`config.mk`:
```
export PLATFORM = sky130hd
export DESIGN_NAME = matrix_keypad_scanner_top
export DESIGN_NICKNAME = d
export VERILOG_FILES = /design/src/mks_pkg.sv /design/src/mks_in_stage.sv /design/src/mks_scan_core.sv /design/src/mks_out_stage.sv /design/src/matrix_keypad_scanner_top.sv
export SDC_FILE = /design/constraint.sdc
export NUM_CORES = 1
export LEC_CHECK = 0
export ABC_AREA = 1
export ABC_CLOCK_PERIOD_IN_PS = 2700
export BUFFER_PORTS_ARGS = -buffer_cell sky130_fd_sc_hd__buf_4
export CAP_MARGIN = 15
export CELL_PAD_IN_SITES_DETAIL_PLACEMENT = 1
export CELL_PAD_IN_SITES_GLOBAL_PLACEMENT = 1
export CORE_ASPECT_RATIO = 0.75
export CORE_MARGIN = 2
export CORE_UTILIZATION = 40
export DETAILED_ROUTE_END_ITERATION = 10
export PLACE_DENSITY_LB_ADDON = 0.12
export SLEW_MARGIN = 0
export SYNTH_ARGS = -nofsm -noshare
export SYNTH_HDL_FRONTEND = slang
export SYNTH_SLANG_ARGS = --single-unit
```
`constraint.sdc`:
```
create_clock -name aclk -period 2.7 [get_ports aclk]
set_input_delay 0.135 -clock aclk [delete_from_list [all_inputs] [get_ports aclk]]
set_output_delay 0.135 -clock aclk [all_outputs]
set_load 0.03 [all_outputs]
```
`src/mks_pkg.sv`:
```
// Shared types, constants and the key code table for the keypad scanner.
package mks_pkg;

    localparam int ROW_COUNT = 4;
    localparam int COL_COUNT = 4;
    localparam int CODE_W = 5;
    localparam int COUNT_W = 8;

    localparam logic [COUNT_W-1:0] DEBOUNCE_RESET = 8'd5;
    localparam logic [COUNT_W-1:0] COUNT_MAX = 8'd255;
    localparam logic [ROW_COUNT-1:0] ALL_ROWS_HIGH = 4'hF;
    localparam logic [COL_COUNT-1:0] NO_COLUMN_DRIVEN = 4'hF;
    localparam logic [CODE_W-1:0] NO_KEY = 5'd0;

    typedef struct packed {
        logic [COL_COUNT-1:0] column_drive;
        logic                 key_valid;
        logic [CODE_W-1:0]    key_code;
    } mks_result_t;

    // Key code lookup by row and column.
    function automatic logic [CODE_W-1:0] key_lookup(input logic [1:0] row,
                                                     input logic [1:0] col);
        logic [CODE_W-1:0] code;
        unique case ({row, col})
            4'h0: code = 5'd1;
            4'h1: code = 5'd2;
            4'h2: code = 5'd3;
            4'h3: code = 5'd10;
            4'h4: code = 5'd4;
            4'h5: code = 5'd5;
            4'h6: code = 5'd6;
            4'h7: code = 5'd11;
            4'h8: code = 5'd7;
            4'h9: code = 5'd8;
            4'hA: code = 5'd9;
            4'hB: code = 5'd12;
            4'hC: code = 5'd14;
            4'hD: code = 5'd16;
            4'hE: code = 5'd15;
            default: code = 5'd13;
        endcase
        return code;
    endfunction

endpackage

```
`src/mks_in_stage.sv`:
```
// Input register stage holding one scan tick of sampled row levels.
module mks_in_stage
    import mks_pkg::*;
(
    input  logic                 aclk,
    input  logic                 aresetn,
    input  logic                 s_tvalid,
    output logic                 s_tready,
    input  logic [ROW_COUNT-1:0] s_rows,
    input  logic                 advance,
    output logic                 item_valid,
    output logic [ROW_COUNT-1:0] item_rows
);

    logic                 valid_reg;
    logic [ROW_COUNT-1:0] rows_reg;

    assign s_tready   = !valid_reg || advance;
    assign item_valid = valid_reg;
    assign item_rows  = rows_reg;

    always_ff @(posedge aclk) begin
        if (!aresetn) begin
            valid_reg <= 1'b0;
        end else if (s_tready) begin
            valid_reg <= s_tvalid;
        end
    end

    always_ff @(posedge aclk) begin
        if (s_tready && s_tvalid) begin
            rows_reg <= s_rows;
        end
    end

endmodule

```
`src/mks_scan_core.sv`:
```
// Scan state, debounce counter and key decode for one tick.
module mks_scan_core
    import mks_pkg::*;
(
    input  logic                 aclk,
    input  logic                 aresetn,
    input  logic                 cfg_write,
    input  logic [COUNT_W-1:0]   cfg_data,
    input  logic                 advance,
    input  logic [ROW_COUNT-1:0] rows,
    output mks_result_t          result
);

    logic [COUNT_W-1:0]   debounce_reg;
    logic                 sense_phase_reg, sense_phase_next;
    logic [1:0]           scan_column_reg, scan_column_next;
    logic [COUNT_W-1:0]   held_count_reg, held_count_next;
    logic                 press_locked_reg, press_locked_next;
    logic [COL_COUNT-1:0] drive_pattern_reg, drive_pattern_next;

    logic [COUNT_W-1:0]   limit;
    logic [1:0]           first_low;
    logic                 any_low;

    assign limit = (debounce_reg == '0) ? COUNT_W'(1) : debounce_reg;

    // Priority search for the first pressed row, row one first.
    always_comb begin
        first_low = 2'd0;
        any_low   = 1'b0;
        for (int r = ROW_COUNT - 1; r >= 0; r--) begin
            if (!rows[r]) begin
                first_low = 2'(r);
                any_low   = 1'b1;
            end
        end
    end

    always_comb begin
        sense_phase_next   = sense_phase_reg;
        scan_column_next   = scan_column_reg;
        held_count_next    = held_count_reg;
        press_locked_next  = press_locked_reg;
        drive_pattern_next = drive_pattern_reg;
        result.key_valid   = 1'b0;
        result.key_code    = NO_KEY;
        if (!sense_phase_reg) begin
            drive_pattern_next = ~(COL_COUNT'(1) << scan_column_reg);
            sense_phase_next   = 1'b1;
        end else if (rows == ALL_ROWS_HIGH) begin
            scan_column_next  = scan_column_reg + 2'd1;
            held_count_next   = '0;
            press_locked_next = 1'b0;
            sense_phase_next  = 1'b0;
        end else if (!press_locked_reg) begin
            if (held_count_reg != COUNT_MAX) begin
                held_count_next = held_count_reg + COUNT_W'(1);
            end
            if (held_count_next >= limit) begin
                press_locked_next = 1'b1;
                result.key_valid  = any_low;
                result.key_code   = key_lookup(first_low, scan_column_reg);
            end
        end
        result.column_drive = drive_pattern_next;
    end

    always_ff @(posedge aclk) begin
        if (!aresetn) begin
            debounce_reg <= DEBOUNCE_RESET;
        end else if (cfg_write) begin
            debounce_reg <= cfg_data;
        end
    end

    always_ff @(posedge aclk) begin
        if (!aresetn) begin
            sense_phase_reg   <= 1'b0;
            scan_column_reg   <= 2'd0;
            held_count_reg    <= '0;
            press_locked_reg  <= 1'b0;
            drive_pattern_reg <= NO_COLUMN_DRIVEN;
        end else if (advance) begin
            sense_phase_reg   <= sense_phase_next;
            scan_column_reg   <= scan_column_next;
            held_count_reg    <= held_count_next;
            press_locked_reg  <= press_locked_next;
            drive_pattern_reg <= drive_pattern_next;
        end
    end

`ifndef SYNTHESIS
    a_code_with_report: assert property (@(posedge aclk) disable iff (!aresetn)
        result.key_valid |-> (result.key_code != NO_KEY))
        else $error("key report without a key code");

    a_report_locks: assert property (@(posedge aclk) disable iff (!aresetn)
        (advance && result.key_valid) |=> press_locked_reg)
        else $error("lock not set after a key report");

    a_report_only_unlocked: assert property (@(posedge aclk) disable iff (!aresetn)
        result.key_valid |-> (sense_phase_reg && !press_locked_reg))
        else $error("key report outside an unlocked sense tick");

    a_drive_one_column: assert property (@(posedge aclk) disable iff (!aresetn)
        (advance && !sense_phase_reg) |=>
            (sense_phase_reg && $countones(drive_pattern_reg) == COL_COUNT - 1))
        else $error("drive tick did not drive exactly one column");
`endif

endmodule

```
`src/mks_out_stage.sv`:
```
// Result register stage; takes a new result whenever the slot is free or draining.
module mks_out_stage
    import mks_pkg::*;
(
    input  logic        aclk,
    input  logic        aresetn,
    input  logic        item_valid,
    input  mks_result_t result,
    output logic        advance,
    output logic        m_tvalid,
    input  logic        m_tready,
    output mks_result_t m_result
);

    logic        valid_reg;
    mks_result_t result_reg;

    assign advance  = item_valid && (!valid_reg || m_tready);
    assign m_tvalid = valid_reg;
    assign m_result = result_reg;

    always_ff @(posedge aclk) begin
        if (!aresetn) begin
            valid_reg <= 1'b0;
        end else if (!valid_reg || m_tready) begin
            valid_reg <= item_valid;
        end
    end

    always_ff @(posedge aclk) begin
        if (advance) begin
            result_reg <= result;
        end
    end

endmodule

```
`src/matrix_keypad_scanner_top.sv`:
```
// Top level of the 4x4 keypad scanner with debounce.
//
//  Channel  Direction  Signals                     Contents
//  s_       in         s_tvalid/s_tready/s_tdata   one scan tick of row levels
//  m_       out        m_tvalid/m_tready/m_tdata   column drive, key code, key flag
//  cfg_     in         cfg_valid/cfg_ready/cfg_data debounce_ticks register
//
// Each tick passes an input register and a result register; one tick is
// accepted per cycle when m_tready stays high.
// aresetn is synchronous, active low; it restores the drive phase, column one
// and a debounce threshold of five. A stall on m_tready holds the result and
// lets one more tick wait in the input register before s_tready drops.
module matrix_keypad_scanner_top
    import mks_pkg::*;
(
    input  logic         aclk,
    input  logic         aresetn,
    input  logic         s_tvalid,
    output logic         s_tready,
    input  logic [7:0]   s_tdata,   // [3:0] row_levels, [7:4] ignored
    output logic         m_tvalid,
    input  logic         m_tready,
    output logic [15:0]  m_tdata,   // [3:0] column_drive, [8:4] key_code, [15:9] zero
    output logic         m_tuser,   // [0] key_valid
    input  logic         cfg_valid,
    output logic         cfg_ready,
    input  logic [7:0]   cfg_data   // debounce_ticks
);

    logic                 advance;
    logic                 item_valid;
    logic [ROW_COUNT-1:0] item_rows;
    mks_result_t          core_result;
    mks_result_t          out_result;

    assign cfg_ready = 1'b1;

    mks_in_stage u_in_stage (
        .aclk       (aclk),
        .aresetn    (aresetn),
        .s_tvalid   (s_tvalid),
        .s_tready   (s_tready),
        .s_rows     (s_tdata[ROW_COUNT-1:0]),
        .advance    (advance),
        .item_valid (item_valid),
        .item_rows  (item_rows)
    );

    mks_scan_core u_scan_core (
        .aclk      (aclk),
        .aresetn   (aresetn),
        .cfg_write (cfg_valid && cfg_ready),
        .cfg_data  (cfg_data),
        .advance   (advance),
        .rows      (item_rows),
        .result    (core_result)
    );

    mks_out_stage u_out_stage (
        .aclk       (aclk),
        .aresetn    (aresetn),
        .item_valid (item_valid),
        .result     (core_result),
        .advance    (advance),
        .m_tvalid   (m_tvalid),
        .m_tready   (m_tready),
        .m_result   (out_result)
    );

    assign m_tdata = {7'd0, out_result.key_code, out_result.column_drive};
    assign m_tuser = out_result.key_valid;

endmodule

```
* Word-level counts from Yosys, hierarchy flattened
Memory sizes are Yosys's and may differ from the RTL's. A register that Yosys moved wholly into a read port is not among the register bits.
Cells that the tools add are included.
** Word-level totals
- Register bits after elaboration :: 35
- Memory bits (read-only) :: 80
- Output and inout bits :: 20
- Logic and storage cells :: 54
- Memories kept :: 1
** Memory list
- (no name shown) :: words 16, bits a word 5, read ports 1, clocked after Yosys merged registers in 1, wr ports 0, line mks_pkg.sv:25 : unique case ({row, col})
** Cells by class
- Add/sub/neg operators :: 2
- Order comparisons :: 1
- Equal/unequal tests :: 3
- Shifts and indexed selects :: 1
- Muxes and demuxes :: 21
- Bitwise logic cells :: 3
- Reductions and logical operators :: 11
** Operators by type and width (count)
- two-way mux 8 bit :: 7
- two-way mux 1 bit :: 9
- adder 8 x 1 -> 8 bit, second input constant :: 1
- >= comparator 8 bit :: 1
- logical NOT 8 bit :: 1
- two-way mux 2 bit :: 4
- != test 8 bit, second input constant :: 1
- AND reduction 3 bit :: 2
- equality test 4 bit, second input constant :: 1
- two-way mux 4 bit :: 1
- NOT 4 bit :: 1
- OR reduction 4 bit :: 1
- left shift 1 x 2 -> 4 bit, first input constant :: 1
- adder 2 x 1 -> 2 bit, second input constant :: 1
- logical AND 1 bit :: 2
- logical NOT 1 bit :: 2
- logical OR 1 bit :: 2
- != test 2 bit, second input constant :: 1
- NOT 1 bit :: 2
- AND reduction 2 bit :: 1

* Logic depth before layout (Yosys ltp)
Gate-level depths: netlist of the first run.
- Depth in word-level cells :: 9
- Mapped depth :: 17
- Mapped depth without buffers :: 17

* Hierarchy
A second synthesis of the first run with hierarchy kept.
** Unflattened totals
- Cells, all modules :: 280
- Area total of the unflattened synthesis :: 2202.1 um2
** By module, submodules not included
- mks_scan_core :: times used 1, cells each 242, area each 1611.5 um2, seq. area each 480.5 um2
- mks_out_stage :: times used 1, cells each 17, area each 351.6 um2, seq. area each 320.3 um2
- mks_in_stage :: times used 1, cells each 11, area each 171.4 um2, seq. area each 140.1 um2
- matrix_keypad_scanner_top :: times used 1, cells each 10, area each 67.6 um2, seq. area each 0.0 um2

* Worst setup path after synthesis of the first run
No wires, ideal clock.
- Path type :: register -> register
- Start point :: reg u_scan_core.held_count_reg[0]
- End point :: reg u_out_stage.m_result[2] (netlist name)
- Setup time :: 259 ps
- Arrival :: 1802 ps
- Required time :: 2441 ps
- Path slack :: 639 ps
- Stages on the path, launching flop included :: 13
- Period minus slack after synthesis :: 2061 ps
- Cell sequence :: dfxtp_1 > ha_1 > nand2_1 > inv_2 > nand3_4 > nand3_1 > and2_1 > ha_1 > a21oi_1 > o21a_1 > nand2_1 > nand3_1 > nor2_1
** Between the ends
- Word-level cells in the longest chain between the ends :: 8
- Elaborated cells on any way between the ends :: 9
- Classes of those cells :: add/sub (1); order compare (1); eq/ne (1); mux (4); bitwise (1); reduce/logical (1)
** Ends and longest elaborated chain
- from (decl) :: line mks_scan_core.sv:17 : logic [COUNT_W-1:0] held_count_reg, held_count_next;
- from (signal assigned) :: line mks_scan_core.sv:86 : held_count_reg <= held_count_next;
- adder 8 x 1 -> 8 bit / != test 8 bit (equally long branches) :: line mks_scan_core.sv:57, mks_scan_core.sv:56
- two-way mux 8 bit (*) :: line mks_scan_core.sv:56 : if (held_count_reg != COUNT_MAX) begin
- two-way mux 8 bit (*) :: line mks_scan_core.sv:55 : end else if (!press_locked_reg) begin
- two-way mux 8 bit (*) :: line mks_scan_core.sv:50 : end else if (rows == ALL_ROWS_HIGH) begin
- two-way mux 8 bit (*) :: line mks_scan_core.sv:47 : if (!sense_phase_reg) begin
- >= comparator 8 bit (*) :: line mks_scan_core.sv:59 : if (held_count_next >= limit) begin
- NOT 1 bit (no source line) (*)
- OR reduction 4 bit (no source line) (*)
Every way passes the cells marked *; elsewhere a longest branch is shown, timed or not. The select of a mux whose other input is x is not followed.
A chain may end at the register's enable or synchronous reset.

* Worst setup path after layout of the first run
- Start point :: reg u_scan_core.held_count_reg[0]
- End point :: reg u_out_stage.m_result[3] (netlist name)
** Between the ends
- Word-level cells in the longest chain between the ends :: 8
- Elaborated cells on any way between the ends :: 9
- Classes of those cells :: add/sub (1); order compare (1); eq/ne (1); mux (4); bitwise (1); reduce/logical (1)
** Ends and longest elaborated chain (line)
- adder 8 x 1 -> 8 bit / != test 8 bit (equally long branches) :: mks_scan_core.sv:57, mks_scan_core.sv:56
- two-way mux 8 bit (*) :: mks_scan_core.sv:56
- two-way mux 8 bit (*) :: mks_scan_core.sv:55
- two-way mux 8 bit (*) :: mks_scan_core.sv:50
- two-way mux 8 bit (*) :: mks_scan_core.sv:47
- >= comparator 8 bit (*) :: mks_scan_core.sv:59
- NOT 1 bit (no source line) (*)
- OR reduction 4 bit (no source line) (*)
Marked as above.

==> metrics.txt, run 1 <==
# TYPE chip_impl_metric gauge
chip_impl_metric{name="largest_register_ffs",unit=""} 10
chip_impl_metric{name="detail_route.vias_per_cell",unit=""} 4.686
chip_impl_info{name="worst_setup_path_start_kind",value="flip-flop"} 1
chip_impl_metric{name="dp_worst_setup_slack",unit="ps"} 229.8
chip_impl_info{name="setup.worst_path.class",value="reg2reg"} 1
chip_impl_metric{name="worst-path-max-fanout",unit=""} 8
chip_impl_info{name="cp-end-kind",value="flip-flop"} 1
chip_impl_info{name="timing.critical_path.cells",value="ha_1 -> nand2_1 -> inv_2 -> nand3_4 -> nand2_1 -> nand2_2 -> ha_1 -> nand2_1 -> nand3_1 -> nand2_1 -> nand2_1 -> nand2_1 -> nand2_1 -> nand3_2 -> nor2_1"} 1
chip_impl_metric{name="synth_enable_flop_cells",unit=""} 14
chip_impl_metric{name="synth.yosys.seq_area_share",unit=""} 0.4434
chip_impl_metric{name="design.portCount",unit=""} 41
chip_impl_info{name="grt_setup_unrepaired",value="false"} 1
chip_impl_metric{name="cts.sink_count",unit=""} 40
chip_impl_metric{name="slew-limit-headroom",unit=""} 0.5844
chip_impl_metric{name="hpwlAfterDp",unit="µm"} 3556
chip_impl_metric{name="finalCritPeriodShare",unit=""} 0.8536
chip_impl_metric{name="globalRouteTotalUtil",unit=""} 0.1801
chip_impl_metric{name="placement.io_buffers",unit=""} 28
chip_impl_metric{name="p_per_area",unit="nW/µm²"} 519.1
chip_impl_metric{name="synth.distinct_cells",unit=""} 28
chip_impl_metric{name="synth-warning-count",unit=""} 0
chip_impl_metric{name="cts_setup_buffers",unit=""} 0
chip_impl_metric{name="grt_max_degree",unit=""} 16
chip_impl_metric{name="drt.antenna.violating_nets",unit=""} 0
chip_impl_metric{name="floorplan.die.width",unit="µm"} 88.11
chip_impl_info{name="hp-class",value="in2reg"} 1
chip_impl_metric{name="cts-buffers-inserted",unit=""} 5
chip_impl_metric{name="clockBufferDepth",unit=""} 2
chip_impl_metric{name="fin_crit",unit="ps"} 2305
chip_impl_metric{name="achievable-frequency",unit="MHz"} 433.9
chip_impl_metric{name="report.final.setup_viol",unit=""} 0
chip_impl_metric{name="vdd_drop_max",unit="V"} 0.0002896
chip_impl_metric{name="finalSetupTns",unit="ps"} 0
chip_impl_metric{name="syn_area",unit="µm²"} 2122
chip_impl_metric{name="hold_viol_final",unit=""} 0
chip_impl_metric{name="detail_route.drc_violations",unit=""} 0
chip_impl_info{name="synthFlopType",value="dfxtp_1"} 1
chip_impl_metric{name="first_pass_iters",unit=""} 4
chip_impl_metric{name="place_congestion",unit=""} 0.7710
chip_impl_metric{name="cts.clk_slew.worst_paths",unit="ps"} 80
chip_impl_metric{name="max_stage_delay",unit="ps"} 420
chip_impl_metric{name="first_iter_violations",unit=""} 73
chip_impl_metric{name="slew_limit_fails",unit=""} 0
chip_impl_metric{name="synth_cells",unit=""} 263
chip_impl_info{name="cts_tree",value="done"} 1
chip_impl_info{name="outcome",value="finished, final reports clean"} 1
chip_impl_metric{name="wire_per_inst",unit="µm"} 12.80
chip_impl_metric{name="grt_first_pass_wirelength",unit="µm"} 8086
chip_impl_metric{name="final_layout_size_suffix_gt1_frac",unit=""} 0.1769
chip_impl_metric{name="fp.dieH",unit="µm"} 67.08
chip_impl_metric{name="grt_overflow_total",unit=""} 0
chip_impl_metric{name="max-cap-violations",unit=""} 0
chip_impl_metric{name="first_global_vias",unit=""} 1723
chip_impl_metric{name="initial_core_util",unit=""} 0.4236
chip_impl_metric{name="die-area",unit="µm²"} 5910
chip_impl_metric{name="final.setup_skew",unit="ps"} 10.39
chip_impl_metric{name="worst-slew-pin-transition",unit="ps"} 619.2
chip_impl_metric{name="insertedDiodeCount",unit=""} 0
chip_impl_metric{name="site_row_count",unit=""} 22
chip_impl_metric{name="dr_total_vias",unit=""} 1715
chip_impl_metric{name="routed_wirelength",unit="µm"} 4684
chip_impl_metric{name="core-area",unit="µm²"} 5010
chip_impl_metric{name="syn_area_per_cell",unit="µm²"} 8.069
chip_impl_metric{name="area_growth_syn_to_layout",unit="%"} 17.28
chip_impl_metric{name="place.detailed.instances",unit=""} 357
chip_impl_metric{name="final_cell_count_no_fill",unit=""} 366
chip_impl_metric{name="cts.htree.levels",unit=""} 2
chip_impl_info{name="crit_path_top_delay_cell",value="dfxtp_1"} 1
chip_impl_metric{name="clk_latency",unit="ps"} 290
chip_impl_info{name="crit_top_cell",value="nand2_1"} 1
chip_impl_metric{name="critical_path_arrival",unit="ps"} 2350
chip_impl_metric{name="p_leak",unit="nW"} 1.122
chip_impl_info{name="clk_root_buffer_cell",value="clkbuf_8"} 1
chip_impl_metric{name="layout_setup_ws",unit="ps"} 395.2
chip_impl_metric{name="post-route-util",unit=""} 0.4968
chip_impl_metric{name="final_nets",unit=""} 329
chip_impl_metric{name="critPathRequiredTime",unit="ps"} 2750
chip_impl_metric{name="ys_ff_latch",unit=""} 40
chip_impl_metric{name="synth-async-reset-ratio",unit=""} 0
chip_impl_metric{name="n_fill_cell",unit=""} 646
chip_impl_metric{name="antenna_violations_before_repair",unit=""} 0
routing by layer:
layer,part of all wire,vias to the layer above,track usage
met1,0.53,777,0.2529
met2,0.42,38,0.2803
met5,0,-,0
li1,-,895,-
met4,0.0090,0,0.04545
met3,0.040,5,0.04089
cells by family after synthesis:
group                    count (synthesis)  synth area share
AND/OR/NAND/NOR                        112            0.2388
other                                    2          0.003539
AO/OA/AOI/OAI                           48            0.1232
XOR/XNOR                                 2          0.008256
buffers and inverters                   44           0.09433
flip-flops                              40            0.4434
adder cells (fa/ha/maj)                 15           0.08844
cell usage after synthesis, drive strengths merged (2+ instances only):
cell | n | area share
clkbuf | 3 | 0.0053
edfxtp | 14 | 0.20
nand2 | 71 | 0.13
or2 | 2 | 0.0059
ha | 15 | 0.088
nand4 | 2 | 0.0059
dfxtp | 26 | 0.25
inv | 31 | 0.055
nor2 | 17 | 0.041
o21ai | 22 | 0.052
nand3 | 17 | 0.046
a21oi | 24 | 0.064
conb | 2 | 0.0035
xor2 | 2 | 0.0083
buf | 9 | 0.032
area by class of cell:
cell class / instances / area [µm²] / area share
multi-input cells: 185 / 1008 / 0.4052
flip-flops and latches: 40 / 940.9 / 0.3781
repair buffers: 29 / 220.2 / 0.08849
inverters: 32 / 121.4 / 0.04877
well taps: 72 / 90.09 / 0.03620
clock buffers: 6 / 72.57 / 0.02916
clock inverters: 2 / 35.03 / 0.01408
worst max-delay path: cells and delay by family (launching register included):
kind | cells | cell delay, ps
flip-flops | 1 | 420
AND/OR/NAND/NOR | 12 | 1010
buffers and inverters | 1 | 130
adder cells (fa/ha/maj) | 2 | 500
stage by stage:
| step | hold slack [ps] | cell area [µm²] | total power, mW |
|---|---|---|---|
| after global placement | 313.3 | 2366 | 0.8175 |
| final | 25.24 | 2489 | 1.292 |
| after floorplan | 233.9 | 2145 | 0.7818 |
| after global routing | 1.502 | 2489 | 1.360 |
| after CTS | 14.04 | 2474 | 1.306 |
| after detailed placement | 316.5 | 2366 | 0.8238 |
where the power goes:
part | switching [mW] | total (mW) | internal (mW)
registers | 0.0135 | 0.663 | 0.649
clock network | 0.207 | 0.482 | 0.275
logic | 0.0968 | 0.148 | 0.0509
total | 0.317 | 1.29 | 0.975
final timing paths:
check                                                 from  slack (ps)                                            end  cells after the start
min                                             s_tdata[0]          30              u_in_stage.item_rows[0]$_DFFE_PP_                      1
max             u_scan_core.held_count_reg[0]$_SDFFE_PN0P_         400          u_out_stage.m_result[3]$_SDFFCE_PP0P_                     15
max reg2reg     u_scan_core.held_count_reg[0]$_SDFFE_PN0P_         400          u_out_stage.m_result[3]$_SDFFCE_PP0P_                     15
min reg2reg  u_scan_core.drive_pattern_reg[0]$_SDFFE_PN1P_         490  u_scan_core.drive_pattern_reg[0]$_SDFFE_PN1P_                      2
repair_timing:
action                                  in CTS  in global routing
hold buffers                                 0                  1
endpoints found under the setup margin       0                  3
hold endpoints to repair                     0                  1
resized for setup                            0                  1
cell usage in the layout, fill, tap and decap left out, types with 2 or more instances in the layout:
master | Yosys | routed
a21oi_1 | 22 | 22
buf_4 | 9 | 28
clkbuf_8 | 0 | 5
clkinv_2 | 1 | 2
conb_1 | 2 | 8
dfxtp_1 | 26 | 26
edfxtp_1 | 14 | 14
ha_1 | 15 | 15
inv_1 | 30 | 30
nand2_1 | 66 | 66
nand2_2 | 5 | 5
nand3_1 | 16 | 15
nand4_1 | 2 | 2
nor2_1 | 14 | 14
nor2_4 | 3 | 3
o21ai_0 | 20 | 20
o21ai_1 | 2 | 2
or2_2 | 2 | 2
xor2_1 | 2 | 2
Power figures use the tool's default switching activity.
==> inputs of run 2 (changes only) <==
--- a/config.mk
+++ b/config.mk
@@ -9,5 +9,4 @@
 export ABC_CLOCK_PERIOD_IN_PS = 2700
 export BUFFER_PORTS_ARGS = -buffer_cell sky130_fd_sc_hd__buf_4
-export CAP_MARGIN = 15
 export CELL_PAD_IN_SITES_DETAIL_PLACEMENT = 1
 export CELL_PAD_IN_SITES_GLOBAL_PLACEMENT = 1
==> constraint.sdc (replaced) <==
create_clock -name aclk -period 2.7 [get_ports aclk]
set_input_delay 0.81 -clock aclk [delete_from_list [all_inputs] [get_ports aclk]]
set_output_delay 0.81 -clock aclk [all_outputs]
set_load 0.03 [all_outputs]
==> run 2 against run 1 <==
  * Wire length down 3.8%
  * Largest cell class unchanged
  * Largest power group unchanged
  * Clock skew down 6.0 ps
  * Count of clock-buffer cells in the layout unchanged
  * Register-to-register slack worse by 90 ps
==> metrics.txt, run 2 (synthesized netlist as in run 1, its figures left out) <==
# TYPE chip_impl_metric gauge
chip_impl_metric{name="cts.sink_count",unit=""} 40
chip_impl_metric{name="clk_latency",unit="ps"} 290
chip_impl_metric{name="fp.dieH",unit="µm"} 67.08
chip_impl_metric{name="grtUsageMet3",unit=""} 0.03717
chip_impl_info{name="cts_tree",value="done"} 1
chip_impl_metric{name="design.portCount",unit=""} 41
chip_impl_metric{name="cts.clk_slew.worst_paths",unit="ps"} 80
chip_impl_metric{name="floorplan.die.width",unit="µm"} 88.11
chip_impl_metric{name="site_row_count",unit=""} 22
chip_impl_metric{name="core-area",unit="µm²"} 5010
chip_impl_info{name="hp-class",value="reg2reg"} 1
chip_impl_metric{name="placement.io_buffers",unit=""} 28
chip_impl_metric{name="worst-path-max-fanout",unit=""} 8
chip_impl_metric{name="die-area",unit="µm²"} 5910
chip_impl_metric{name="dr_total_vias",unit=""} 1721
chip_impl_info{name="setup.worst_path.class",value="reg2reg"} 1
chip_impl_metric{name="final_hold_slack",unit="ps"} 483.4
chip_impl_metric{name="globalRouteMet1Util",unit=""} 0.2456
chip_impl_info{name="grt_setup_unrepaired",value="false"} 1
chip_impl_metric{name="cts_setup_buffers",unit=""} 0
chip_impl_metric{name="cts-buffers-inserted",unit=""} 5
chip_impl_metric{name="hold_viol_final",unit=""} 0
chip_impl_metric{name="cts-hold-fix-buffers",unit=""} 0
chip_impl_info{name="crit_top_cell",value="nand2_1"} 1
chip_impl_metric{name="wp_buf_inv",unit=""} 1
chip_impl_metric{name="slew-limit-headroom",unit=""} 0.5673
chip_impl_info{name="timing.critical_path.cells",value="ha_1 -> nand2_1 -> inv_2 -> nand3_4 -> nand2_1 -> nand2_2 -> ha_1 -> nand2_1 -> nand3_1 -> nand2_1 -> nand2_1 -> nand2_1 -> nand2_1 -> nand3_1 -> nor2_1"} 1
chip_impl_metric{name="worst_hold_path.num_cells",unit=""} 2
chip_impl_metric{name="critical_path_arrival",unit="ps"} 2440
chip_impl_metric{name="largest_register_ffs",unit=""} 10
chip_impl_metric{name="finalSetupTns",unit="ps"} 0
chip_impl_metric{name="timing.reg2reg.worst_path_depth",unit=""} 15
chip_impl_metric{name="critPathRequiredTime",unit="ps"} 2740
chip_impl_metric{name="worst-slew-pin-transition",unit="ps"} 644.8
chip_impl_metric{name="cts_repair_resize_count",unit=""} 0
chip_impl_info{name="outcome",value="finished, final reports clean"} 1
chip_impl_metric{name="p_per_area",unit="nW/µm²"} 521.6
chip_impl_metric{name="fin_crit",unit="ps"} 2396
chip_impl_metric{name="hpwlAfterDp",unit="µm"} 3430
chip_impl_metric{name="cp.depth",unit=""} 15
chip_impl_metric{name="final.setup_skew",unit="ps"} 4.348
chip_impl_metric{name="first_global_vias",unit=""} 1639
chip_impl_metric{name="drt.antenna.violating_nets",unit=""} 0
chip_impl_metric{name="grt_max_degree",unit=""} 16
chip_impl_metric{name="report.final.setup_viol",unit=""} 0
chip_impl_info{name="critPathTopFamily",value="simple AND/OR/NAND/NOR gates"} 1
chip_impl_metric{name="detail_route.drc_violations",unit=""} 0
chip_impl_metric{name="max_stage_delay",unit="ps"} 410
chip_impl_metric{name="clockBufferDepth",unit=""} 2
chip_impl_metric{name="routed_wirelength",unit="µm"} 4505
chip_impl_info{name="cp-end-kind",value="flip-flop"} 1
chip_impl_info{name="worst_setup_path_start_kind",value="flip-flop"} 1
chip_impl_metric{name="slew_limit_fails",unit=""} 0
chip_impl_metric{name="max-cap-violations",unit=""} 0
chip_impl_metric{name="finalCritPeriodShare",unit=""} 0.8872
chip_impl_metric{name="grt_first_pass_wirelength",unit="µm"} 7665
chip_impl_metric{name="cts.htree.levels",unit=""} 2
chip_impl_metric{name="final_layout_size_suffix_gt1_frac",unit=""} 0.1741
chip_impl_metric{name="n_fill_cell",unit=""} 639
chip_impl_info{name="crit_path_top_delay_cell",value="dfxtp_1"} 1
chip_impl_metric{name="wire_per_inst",unit="µm"} 12.34
chip_impl_metric{name="insertedDiodeCount",unit=""} 0
chip_impl_metric{name="antenna_violations_before_repair",unit=""} 0
chip_impl_metric{name="p_leak",unit="nW"} 1.118
chip_impl_info{name="most_heavily_used_metal_layer_in_global_routing",value="met2"} 1
chip_impl_metric{name="first_iter_violations",unit=""} 90
chip_impl_metric{name="detail_route.vias_per_cell",unit=""} 4.715
chip_impl_metric{name="place_congestion",unit=""} 0.7752
chip_impl_info{name="clk_root_buffer_cell",value="clkbuf_8"} 1
chip_impl_metric{name="initial_core_util",unit=""} 0.4236
chip_impl_metric{name="globalRouteTotalUtil",unit=""} 0.1708
chip_impl_metric{name="achievable-frequency",unit="MHz"} 417.4
chip_impl_metric{name="first_pass_iters",unit=""} 4
chip_impl_metric{name="vdd_drop_max",unit="V"} 0.0002369
chip_impl_metric{name="final_nets",unit=""} 328
chip_impl_info{name="most_frequent_cells_in_the_layout",value="66 x nand2_1, 30 x inv_1, 28 x buf_4"} 1
chip_impl_metric{name="grt_util_met2",unit=""} 0.2528
chip_impl_metric{name="area_growth_syn_to_layout",unit="%"} 16.57
chip_impl_metric{name="grt_overflow_total",unit=""} 0
chip_impl_info{name="commonest_non_fill_non_tap_cell_in_the_layout",value="nand2_1"} 1
-- run 2: layout make-up --
class / count / area, µm² / area share
clock buffers: 6 / 72.57 / 0.02934
clock inverters: 2 / 35.03 / 0.01416
inverters: 32 / 121.4 / 0.04906
multi-input cells: 185 / 1003 / 0.4057
flip-flops and latches: 40 / 940.9 / 0.3804
well taps: 72 / 90.09 / 0.03642
repair buffers: 28 / 210.2 / 0.08498
-- run 2: routing by layer --
metal  vias to the layer above  wire, µm
met4                         0        48
met2                        36      1863
li1                        899         -
met5                         -         0
met3                         5       167
met1                       781      2425
-- run 2: worst paths after layout --
check,start,endpoint,slack [ps]
worst min register to register,u_scan_core.drive_pattern_reg[3]$_SDFFE_PN1P_,u_scan_core.drive_pattern_reg[3]$_SDFFE_PN1P_,480
worst max-delay path,u_scan_core.held_count_reg[0]$_SDFFE_PN0P_,u_out_stage.m_result[2]$_SDFFCE_PP0P_,300
worst min-delay path,u_scan_core.drive_pattern_reg[3]$_SDFFE_PN1P_,u_scan_core.drive_pattern_reg[3]$_SDFFE_PN1P_,480
worst max register to register,u_scan_core.held_count_reg[0]$_SDFFE_PN0P_,u_out_stage.m_result[2]$_SDFFCE_PP0P_,300
-- run 2: through the flow --
| stage | setup WS [ps] | std cells | total power, mW | cell area [µm²] | utilization |
|---|---|---|---|---|---|
| 3_3_place_gp | 341.1 | 357 | 0.8174 | 2366 | 0.4723 |
| 6_report | 304.5 | 365 | 1.290 | 2474 | 0.4938 |
| 5_1_grt | 29.89 | 365 | 1.355 | 2474 | 0.4938 |
| 2_1_floorplan | 638.7 | 269 | 0.7818 | 2145 | - |
| 3_5_place_dp | 281.0 | 357 | 0.8227 | 2366 | 0.4723 |
| 4_1_cts | 268.4 | 365 | 1.308 | 2474 | 0.4938 |
-- run 2: worst min-delay path: stages, from the launching register on --
cell and delay, ps:
dfxtp_1 330, nand2_1 50, nand3_1 70
-- run 2: report_power, final --
part | switching [mW] | leakage [nW] | total (mW) | internal, mW
clock | 0.208 | 0.0552 | 0.483 | 0.274
sequential | 0.0136 | 0.348 | 0.663 | 0.649
combinational | 0.0948 | 0.714 | 0.145 | 0.0498
total | 0.317 | 1.12 | 1.29 | 0.973
==> inputs of run 3 (changes only) <==
ABC_CLOCK_PERIOD_IN_PS = 2800   (was 2700)
CORE_UTILIZATION = 43   (was 40)
clock period = 2.8 ns   (was 2.7 ns; I/O delays follow)
==> run 3 against run 2 <==
  * Critical path depth stayed put
  * Combinational power is 3% lower
  * Worst hold slack better by 3.2 ps
  * Clock skew is 0.50 ps higher
  * Register-to-register slack better by 90 ps
  * Sequential share of layout area is 0.55 points lower
  * Non-clock buffer count stayed put
  * Count of clock-buffer cells in the layout is 1 lower
  * Maximum frequency is 0.32% lower
  * Critical path type unchanged
  * Critical endpoint is now u_out_stage.m_result[4]$_SDFFCE_PP0P_
  * Highest routed layer unchanged
==> metrics.txt, run 3 (synthesized netlist as in run 1, its figures left out) <==
# TYPE chip_impl_metric gauge
chip_impl_info{name="outcome",value="finished, final reports clean"} 1
chip_impl_metric{name="layout_setup_ws",unit="ps"} 396.9
chip_impl_info{name="hp-class",value="reg2reg"} 1
chip_impl_metric{name="p_leak",unit="nW"} 1.141
chip_impl_metric{name="critPathRequiredTime",unit="ps"} 2840
chip_impl_metric{name="largest_register_ffs",unit=""} 10
chip_impl_metric{name="fin_crit",unit="ps"} 2403
chip_impl_metric{name="finalCritPeriodShare",unit=""} 0.8583
chip_impl_metric{name="first_iter_violations",unit=""} 70
chip_impl_info{name="critPathTopFamily",value="simple AND/OR/NAND/NOR gates"} 1
chip_impl_metric{name="dr_total_vias",unit=""} 1715
chip_impl_metric{name="final_hold_slack",unit="ps"} 486.6
chip_impl_info{name="crit_top_cell",value="nand2_1"} 1
chip_impl_metric{name="place.detailed.instances",unit=""} 345
chip_impl_metric{name="cts-hold-fix-buffers",unit=""} 0
chip_impl_metric{name="clockBufferDepth",unit=""} 2
chip_impl_metric{name="detail_route.drc_violations",unit=""} 0
chip_impl_metric{name="slew_limit_fails",unit=""} 0
chip_impl_metric{name="globalRouteTotalUtil",unit=""} 0.1844
chip_impl_metric{name="cts_setup_buffers",unit=""} 0
chip_impl_metric{name="final.setup_skew",unit="ps"} 4.852
chip_impl_metric{name="final_cell_count_no_fill",unit=""} 353
chip_impl_info{name="most_frequent_cells_in_the_layout",value="66 x nand2_1, 30 x inv_1, 28 x buf_4"} 1
chip_impl_metric{name="grt_first_pass_wirelength",unit="µm"} 7872
chip_impl_info{name="setup.worst_path.class",value="reg2reg"} 1
chip_impl_metric{name="fp.dieH",unit="µm"} 64.84
chip_impl_metric{name="cts-buffers-inserted",unit=""} 5
chip_impl_metric{name="hpwlAfterDp",unit="µm"} 3492
chip_impl_metric{name="die-area",unit="µm²"} 5518
chip_impl_metric{name="vdd_drop_max",unit="V"} 0.0003647
chip_impl_info{name="cp-end-kind",value="flip-flop"} 1
chip_impl_metric{name="grt_max_degree",unit=""} 16
chip_impl_metric{name="core-area",unit="µm²"} 4817
chip_impl_metric{name="floorplan.die.width",unit="µm"} 85.12
chip_impl_info{name="clk_root_buffer_cell",value="clkbuf_8"} 1
chip_impl_info{name="grt_setup_unrepaired",value="false"} 1
chip_impl_metric{name="slew-limit-headroom",unit=""} 0.5393
chip_impl_metric{name="cts.sink_count",unit=""} 40
chip_impl_metric{name="final_nets",unit=""} 328
chip_impl_metric{name="max-cap-violations",unit=""} 0
chip_impl_metric{name="report.final.setup_viol",unit=""} 0
chip_impl_metric{name="grt_overflow_total",unit=""} 0
chip_impl_metric{name="p_per_area",unit="nW/µm²"} 573.2
chip_impl_metric{name="first_global_vias",unit=""} 1700
chip_impl_metric{name="first_pass_iters",unit=""} 4
chip_impl_info{name="worst_setup_path_start_kind",value="flip-flop"} 1
chip_impl_metric{name="achievable-frequency",unit="MHz"} 416.1
chip_impl_metric{name="cts.htree.levels",unit=""} 2
chip_impl_metric{name="critical_path_arrival",unit="ps"} 2450
chip_impl_metric{name="detail_route.vias_per_cell",unit=""} 4.858
chip_impl_metric{name="antenna_violations_before_repair",unit=""} 0
chip_impl_metric{name="final_layout_size_suffix_gt1_frac",unit=""} 0.1775
chip_impl_metric{name="place_congestion",unit=""} 0.7979
chip_impl_metric{name="site_row_count",unit=""} 22
chip_impl_metric{name="drt.antenna.violating_nets",unit=""} 0
chip_impl_metric{name="worst-path-max-fanout",unit=""} 8
chip_impl_metric{name="n_fill_cell",unit=""} 599
chip_impl_metric{name="area_growth_syn_to_layout",unit="%"} 18.28
chip_impl_metric{name="initial_core_util",unit=""} 0.4405
chip_impl_metric{name="wp_buf_inv",unit=""} 1
chip_impl_metric{name="design.portCount",unit=""} 41
chip_impl_metric{name="post-route-util",unit=""} 0.5210
chip_impl_info{name="timing.critical_path.cells",value="ha_1 -> nand2_1 -> inv_2 -> nand3_4 -> nand2_1 -> nand2_2 -> ha_1 -> nand2_1 -> nand3_1 -> nand2_1 -> nand2_1 -> nand2_1 -> nand2_1 -> nand3_1 -> nor2_1"} 1
chip_impl_metric{name="max_stage_delay",unit="ps"} 410
chip_impl_info{name="cts_tree",value="done"} 1
chip_impl_info{name="commonest_non_fill_non_tap_cell_in_the_layout",value="nand2_1"} 1
chip_impl_metric{name="placement.io_buffers",unit=""} 28
chip_impl_metric{name="insertedDiodeCount",unit=""} 0
chip_impl_metric{name="worst-slew-pin-transition",unit="ps"} 686.4
chip_impl_metric{name="cts_repair_resize_count",unit=""} 0
chip_impl_metric{name="routed_wirelength",unit="µm"} 4589
chip_impl_metric{name="finalSetupTns",unit="ps"} 0
chip_impl_info{name="crit_path_top_delay_cell",value="dfxtp_1"} 1
chip_impl_metric{name="hold_viol_final",unit=""} 0
chip_impl_metric{name="wire_per_inst",unit="µm"} 13.00
chip_impl_metric{name="minimum_setup_slack_among_reg_to_reg_paths",unit="ps"} 400
chip_impl_metric{name="dp_worst_setup_slack",unit="ps"} 396.4
chip_impl_metric{name="cts.clk_slew.worst_paths",unit="ps"} 80
chip_impl_metric{name="clk_latency",unit="ps"} 300
-- run 3: cell count changes in the layout (fill, tap and decap cells not counted) --
cell / before / now
clkbuf_1: 1 / 0
clkinv_2: 2 / 1
bufinv_16: 1 / 3
-- run 3: report_power, final --
part | total, mW | switching, mW | internal (mW)
clock network | 0.658 | 0.212 | 0.446
logic | 0.141 | 0.0930 | 0.0479
registers | 0.639 | 0.0135 | 0.626
-- run 3: layout make-up --
cell class	instances	area, µm²	share of cell area
well taps	60	75.07	0.02991
multi-input cells	185	1003	0.3998
repair buffers	28	210.2	0.08375
clock inverters	3	90.09	0.03589
inverters	32	121.4	0.04835
clock buffers	5	68.82	0.02742
flip-flops and latches	40	940.9	0.3749
-- run 3: worst min-delay path, stage by stage, from the launching register on --
cell and delay (ps):
dfxtp_1 310, inv_1 70, a21oi_1 60
-- run 3: through the flow --
stage                     total power, mW  area, µm²
after floorplan                    0.7538       2145
after global placement             0.7874       2351
after detailed placement           0.7942       2351
after CTS                           1.455       2510
after global routing                1.499       2510
final                               1.439       2510
-- run 3: final timing paths --
| check | cells past startpoint | from | to |
|---|---|---|---|
| worst min register to register | 2 | u_scan_core.debounce_reg[7]$_SDFFE_PN0P_ | u_scan_core.debounce_reg[7]$_SDFFE_PN0P_ |
| worst max register to register | 15 | u_scan_core.held_count_reg[0]$_SDFFE_PN0P_ | u_out_stage.m_result[4]$_SDFFCE_PP0P_ |
| worst max-delay path | 15 | u_scan_core.held_count_reg[0]$_SDFFE_PN0P_ | u_out_stage.m_result[4]$_SDFFCE_PP0P_ |
| worst min-delay path | 2 | u_scan_core.debounce_reg[7]$_SDFFE_PN0P_ | u_scan_core.debounce_reg[7]$_SDFFE_PN0P_ |
-- run 3: metal layers --
metal | GRT usage | up-vias | wire length, µm
met4 | 0.04762 | 0 | 40
met1 | 0.2562 | 778 | 2434
met3 | 0.05350 | 5 | 197
li1 | - | 896 | -
met5 | 0 | - | 0
met2 | 0.2822 | 36 | 1917
